--- src/design/gcd_pkg.sv ---
`timescale 1ns / 1ps
// ----------------------------------------------------------------------------
// gcd_pkg: shared types and constants
// Widths, mode codes, register indexes and the front/back command word.
// ----------------------------------------------------------------------------
package gcd_pkg;

    localparam int MAX_GENES = 256;
    localparam int AW        = $clog2(MAX_GENES);
    localparam int LW        = $clog2(MAX_GENES + 1);
    localparam int INN_W     = 31;
    localparam int WT_W      = 32;
    localparam int COEFF_W   = 16;
    localparam int TERM_W    = 41;
    localparam int DIS_W     = 10;
    localparam int EXC_W     = 9;
    localparam int WSUM_W    = 33 + LW;

    localparam logic [1:0] MODE_LOAD_A   = 2'd0;
    localparam logic [1:0] MODE_LOAD_B   = 2'd1;
    localparam logic [1:0] MODE_COMPUTE  = 2'd2;
    localparam logic [1:0] MODE_RESERVED = 2'd3;

    localparam logic [1:0] REG_DISJOINT = 2'd0;
    localparam logic [1:0] REG_EXCESS   = 2'd1;
    localparam logic [1:0] REG_WEIGHT   = 2'd2;

    // command handed from the front end to the back end
    typedef struct packed {
        logic [LW-1:0] len_a;
        logic [LW-1:0] len_b;
        logic          dropped;
    } cmd_t;

    // result word
    typedef struct packed {
        logic [TERM_W-1:0] weight_term;
        logic [TERM_W-1:0] excess_term;
        logic [TERM_W-1:0] disjoint_term;
        logic [EXC_W-1:0]  excess_cnt;
        logic [DIS_W-1:0]  disjoint_cnt;
        logic [TERM_W-1:0] distance;
        logic              overflow;
    } res_t;

endpackage

--- src/design/gcd_front.sv ---
`timescale 1ns / 1ps
// ----------------------------------------------------------------------------
// gcd_front: input word decoder and gene store writer
// Appends genes to the two lists and queues a compute command.
// ----------------------------------------------------------------------------
module gcd_front
    import gcd_pkg::*;
(
    input  logic              clk,
    input  logic              rst_n,
    input  logic              in_valid,
    output logic              in_ready,
    input  logic [1:0]        mode,
    input  logic [INN_W-1:0]  inn,
    input  logic [WT_W-1:0]   wt,
    input  logic              walk_busy,
    output logic              wr_a,
    output logic              wr_b,
    output logic [AW-1:0]     wr_addr,
    output logic [INN_W-1:0]  wr_inn,
    output logic [WT_W-1:0]   wr_wt,
    output logic              cmd_valid,
    input  logic              cmd_ready,
    output cmd_t              cmd
);

    logic [LW-1:0] len_a_reg, len_b_reg;
    logic          drop_reg;
    logic          q_valid_reg;
    cmd_t          q_reg;
    logic          acc;
    logic          full_a, full_b;

    // input waits while a command is queued or the walk reads the lists
    assign in_ready = !q_valid_reg && !walk_busy;
    assign acc      = in_valid && in_ready;
    assign full_a   = len_a_reg == LW'(MAX_GENES);
    assign full_b   = len_b_reg == LW'(MAX_GENES);

    assign wr_a    = acc && mode == MODE_LOAD_A && !full_a;
    assign wr_b    = acc && mode == MODE_LOAD_B && !full_b;
    assign wr_addr = (mode == MODE_LOAD_A) ? len_a_reg[AW-1:0] : len_b_reg[AW-1:0];
    assign wr_inn  = inn;
    assign wr_wt   = wt;

    always_ff @(posedge clk or negedge rst_n)
    begin
        if (!rst_n)
        begin
            len_a_reg   <= '0;
            len_b_reg   <= '0;
            drop_reg    <= 1'b0;
            q_valid_reg <= 1'b0;
        end
        else
        begin
            if (q_valid_reg && cmd_ready)
                q_valid_reg <= 1'b0;
            if (acc)
            begin
                case (mode)
                    MODE_LOAD_A:
                    begin
                        if (full_a) drop_reg <= 1'b1;
                        else        len_a_reg <= len_a_reg + LW'(1);
                    end
                    MODE_LOAD_B:
                    begin
                        if (full_b) drop_reg <= 1'b1;
                        else        len_b_reg <= len_b_reg + LW'(1);
                    end
                    MODE_COMPUTE:
                    begin
                        q_valid_reg <= 1'b1;
                        len_a_reg   <= '0;
                        len_b_reg   <= '0;
                        drop_reg    <= 1'b0;
                    end
                    default: ;
                endcase
            end
        end
    end

    // snapshot of the lists for the walk
    always_ff @(posedge clk)
    begin
        if (acc && mode == MODE_COMPUTE)
        begin
            q_reg.len_a   <= len_a_reg;
            q_reg.len_b   <= len_b_reg;
            q_reg.dropped <= drop_reg;
        end
    end

    assign cmd_valid = q_valid_reg;
    assign cmd       = q_reg;

endmodule

--- config.mk ---
export PLATFORM = sky130hd
export DESIGN_NAME = gcd_front
export DESIGN_NICKNAME = d
export VERILOG_FILES = /design/src/design/gcd_pkg.sv /design/src/design/gcd_front.sv
export SDC_FILE = /design/constraint.sdc
export NUM_CORES = 1
export LEC_CHECK = 0
export BUFFER_PORTS_ARGS = -buffer_cell sky130_fd_sc_hd__buf_4
export CAP_MARGIN = 0
export CORE_MARGIN = 1
export CORE_UTILIZATION = 41
export CTS_CLUSTER_DIAMETER = 50
export CTS_CLUSTER_SIZE = 12
export DETAILED_ROUTE_END_ITERATION = 10
export PLACE_DENSITY_LB_ADDON = 0.15
export SYNTH_ARGS = -nofsm -noshare
export SYNTH_HDL_FRONTEND = slang
export SYNTH_SLANG_ARGS = --single-unit
--- constraint.sdc ---
create_clock -name clk -period 3 [get_ports clk]
set_clock_uncertainty 0.1 [all_clocks]
set_input_delay 0.15 -clock clk [delete_from_list [all_inputs] [get_ports clk]]
set_output_delay 0.15 -clock clk [all_outputs]
set_load 0.1 [all_outputs]
# [Yosys cells after proc, flatten, opt, wreduce, memory -nomap -nowiden]
# Index checks and enable logic that the tools add are counted.
[classes] add_sub_neg=2 multipliers=0 div_mod_pow=0 order_cmp=0 eq_ne=8 n_shift=0 muxes=11 bitwise_logic=0 n_reduce_logical=19
[op_table] cell="9-bit one-hot mux with 2 select lines" count=2
[op_table] cell="9-bit by 1-bit adder with 9-bit output (second input constant)" count=2
[op_table] cell="9-bit == test (second input constant)" count=2
[op_table] cell="9-bit two-way mux" count=2
[op_table] cell="1-bit logical AND" count=8
[op_table] cell="8-bit two-way mux" count=1
[op_table] cell="2-bit inequality test (second input constant)" count=4
[op_table] cell="3-bit AND reduction" count=2
[op_table] cell="1-bit two-way mux" count=5
[op_table] cell="1-bit logical NOT" count=4
[op_table] cell="4-bit AND reduction" count=1
[op_table] cell="2-bit nonzero test" count=2
[op_table] cell="1-bit one-hot mux with 3 select lines" count=1
[op_table] cell="3-bit nonzero test" count=1
[op_table] cell="2-bit by 1-bit == test with 1-bit output (second input constant)" count=1
[op_table] cell="2-bit == test (second input constant)" count=1
[op_table] cell="2-bit logical NOT" count=1
[word_totals] register_bits=39 latchBits=0 ram_bits=0 rom_bits=0 inputBits=70 output_inout_bits=94 word_cells=47 mem_count=0

# [Depth between registers and ports, before layout]
[logic_depth] word_depth=5 depth_mapped=7

# [Worst setup path after synthesis]
# Ideal clock, no wire load.
[synth_timing] path_kind="reg-to-reg" startpoint="register q_valid_reg, in the netlist cmd_valid" endpoint="register len_a_reg[6]" t_arrival_ps=2981 path_slack_ps=-153 stages_incl_launch_ff=5 synth_period_minus_slack_ps=3153 path_cell_list="dfrtp_1 -> or3b_4 -> a2111oi_4 -> and3_1 -> a221o_1"
[synth_via] elab_chain_len=4
[synth_lines] element="start: declaration" line_no="gcd_front.sv:29" source="logic q_valid_reg;"
[synth_lines] element="start signal: assignment" line_no="gcd_front.sv:53" source="q_valid_reg <= 1'b0;"
[synth_lines] element="start signal: assignment" line_no="gcd_front.sv:58" source="q_valid_reg <= 1'b0;"
[synth_lines] element="start signal: assignment" line_no="gcd_front.sv:74" source="q_valid_reg <= 1'b1;"
[synth_lines] element="1-bit logical NOT" line_no="gcd_front.sv:35" source="assign in_ready = !q_valid_reg && !walk_busy;"
[synth_lines] element="1-bit logical AND" line_no="gcd_front.sv:35"
[synth_lines] element="1-bit logical AND" line_no="gcd_front.sv:36" source="assign acc = in_valid && in_ready;"
[synth_lines] element="3-bit AND reduction (no source line)"
[synth_lines] element="end signal: assignment" line_no="gcd_front.sv:65" source="else len_a_reg <= len_a_reg + LW'(1);"
[synth_lines] element="end: declaration" line_no="gcd_front.sv:27" source="logic [LW-1:0] len_a_reg, len_b_reg;"
# Every way passes these cells.
# A chain may end at the register's enable or synchronous reset.

# [Final worst setup path]
[layout_timing] startpoint="register q_valid_reg, in the netlist cmd_valid" endpoint="output wr_b"
[layout_via] elab_chain_len=5
[layout_lines] element="1-bit logical NOT" line_no="gcd_front.sv:35"
[layout_lines] element="1-bit logical AND" line_no="gcd_front.sv:35"
[layout_lines] element="1-bit logical AND" line_no="gcd_front.sv:36"
[layout_lines] element="1-bit logical AND (2 in series)" line_no="gcd_front.sv:41" source="assign wr_b = acc && mode == MODE_LOAD_B && !full_b;"
[layout_lines] element="end: declaration" line_no="gcd_front.sv:18" source="output logic wr_b,"
# Every way passes these cells.

==> results.ini <==
[yosys]
netlist_area_um2=2330
yosys_warnings=0
synth_flop_cell=dfrtp_1
netlist_instances=223
ys_seq_elements=39
avgSynthCellArea_um2=10.4
synth_top_area_share_pct=24.5
synthTopCellsByArea=edfxtp_1 25%, dfrtp_1 21%, buf_4 20%
post_synth_num_cell_types=37
synth-seq-area-share_pct=46.0
synth_top_area_cell=edfxtp_1
syn-num-nets=297
ys_async_sr_fraction_pct=51.3
synth-edff-count=19

[detailed_routing]
wl_mm=4.98
firstDrtPassIters=4
wl_per_cell_um=18.2
vias=1528
vias_per_cell=5.60
final_antenna_net_count=0
drc_errors=0
drt_iter0_drc=69

[finish]
fin_nets=274
largest_register_ff_count=19
n_antenna_cell=0
drive_gt1_share_pct=29.9
final_common_cell=buf_4
area_growth_pct=-0.0538
final_cell_mix=38 x buf_4, 19 x nand2_1, 19 x edfxtp_1, 19 x dfrtp_1

[critical_path]
cp_num_buf_inv=1
cpMaxStageDelayCell=a2111oi_4
startpoint_type=register
crit_arrival_ps=2400
worstSetupPathType=register to output pin
path_cells=or3b_4 -> a2111oi_4 -> buf_4
cp_top_family=compound AO/OA/AOI/OAI gates
cp_max_fo=13
end_kind=output pin
slowest_delay_ps=750
crit_required_ps=2750

[timing]
tns_ps=0
finalHoldViolations=0
rsz0062_at_grt=no
tightestPinTransition_ps=777
min_period_ps=2650
timing.fmax_ghz=0.378
fin_crit_sh_pct=88.2
slew_violations=0
setup_viol=0
slew_headroom_pct=48.2

[run]
cap_violations=0

[cts]
cts.sinks=39
cts_buffers=5
cts_buffer_depth=2
clk_pin_slew_ps=80
cts_setup_buffers=0
clk_latency_ps=290
clock-root-buffer=clkbuf_8
tritoncts=yes
htree_levels=2
cts-resized-gates=0

[place]
port_buffers=37
gp_congestion=0.791
dpl.hpwl_mm=3.50

[power_and_ir_drop]
ir_worst_vdd_v=0.000275
p_total_mw=1.46
p_per_area_nw_per_um2=629
power_leakage_nw=1.01

[status]
run_status=finished, final reports clean

[floorplan]
initial_core_util_pct=42.3
fp.dieH_um=77.4
core-area_um2=5510
ioPinCount=164
dieArea_um2=5980
num_rows=27
die_w_um=77.4

[grt]
antenna_found_initial=0
grt_max_degree=21
grt_pass1_vias=1425
grt_pass1_wl_mm=7.65
grt-ovfl-total=0
track_usage_pct=16.9

[min_path]
hp-class=primary input to register

through the flow:
stage                     std cells  instance area (um^2)  worst slack [ps]  utilization (%)  hold slack (ps)
after floorplan                 223                  2330              14.0                -             -246
after global placement          263                  2200               743             39.9            -48.7
after detailed placement        263                  2200               685             39.9            -43.2
after CTS                       273                  2330               362             42.3             86.5
after global routing            273                  2330               255             42.3              109
final                           273                  2330               353             42.3             95.5
routing by layer:
layer	vias to the layer above	track usage (%)	share of wire (%)
li1	676	-	-
met1	735	19.8	41
met2	93	24.2	44
met3	24	9.06	12
met4	0	9.43	3.5
met5	-	4.55	0
kinds of logic (layout without fill, tap and decap cells):
family / count (synthesis) / in the layout / share of synthesized area, %
AO/OA/AOI/OAI: 39 / 39 / 12.0
XOR/XNOR: 1 / 1 / 0.376
adder cells (fa/ha/maj): 4 / 4 / 2.15
buffers and inverters: 79 / 57 / 23.3
flip-flops: 39 / 39 / 46.0
multiplexers: 7 / 7 / 3.33
AND/OR/NAND/NOR: 54 / 54 / 12.8
final cells by class:
class,instances,area (um^2)
fill,522,3180
sequential,39,1070
multi-input combinational,105,716
timing repair buffer,40,305
tap,72,90.1
clock buffer,5,68.8
clock inverter,3,38.8
inverter,9,33.8
report_power, final:
part / internal [mW] / total, mW / switching (mW) / leakage (nW)
clock network: 0.243 / 0.428 / 0.184 / 0.0556
registers: 0.616 / 0.684 / 0.0686 / 0.441
logic: 0.0919 / 0.351 / 0.259 / 0.516
total: 0.951 / 1.46 / 0.512 / 1.01
cells in the mapped netlist, drive strengths merged (6+ instances only):
cell type,number
buf,64
a31oi,11
inv,9
mux2,6
a21oi,7
edfxtp,19
nor2,7
nand3,6
nand2,20
clkbuf,6
dfrtp,20
o21ai,11
worst paths after layout:
kind	from	end	slack, ps	cells past startpoint
worst max-delay path	cmd_valid$_DFF_PN0_	wr_b	350	3
worst min-delay path	mode[1]	drop_reg$_DFFE_PN0P_	100	3
worst max register to register	cmd_valid$_DFF_PN0_	len_b_reg[5]$_DFFE_PN0P_	630	4
worst min register to register	drop_reg$_DFFE_PN0P_	cmd[0]$_DFFE_PP_	370	0
max in group asynchronous	rst_n	cmd_valid$_DFF_PN0_	2380	2
min in group asynchronous	rst_n	len_a_reg[3]$_DFFE_PN0P_	180	2
what timing repair did:
action                                  in CTS  in global routing
endpoints found under the setup margin       0                  0
hold buffers                                 2                  0
endpoints found under the hold margin       21                  0
worst reg2reg max path: cells and delay by family (launching register included):
| family | cells | cell delay [ps] |
|---|---|---|
| AND/OR/NAND/NOR | 2 | 760 |
| flip-flops | 1 | 500 |
| AO/OA/AOI/OAI | 2 | 870 |
Power figures use the tool's default switching activity.
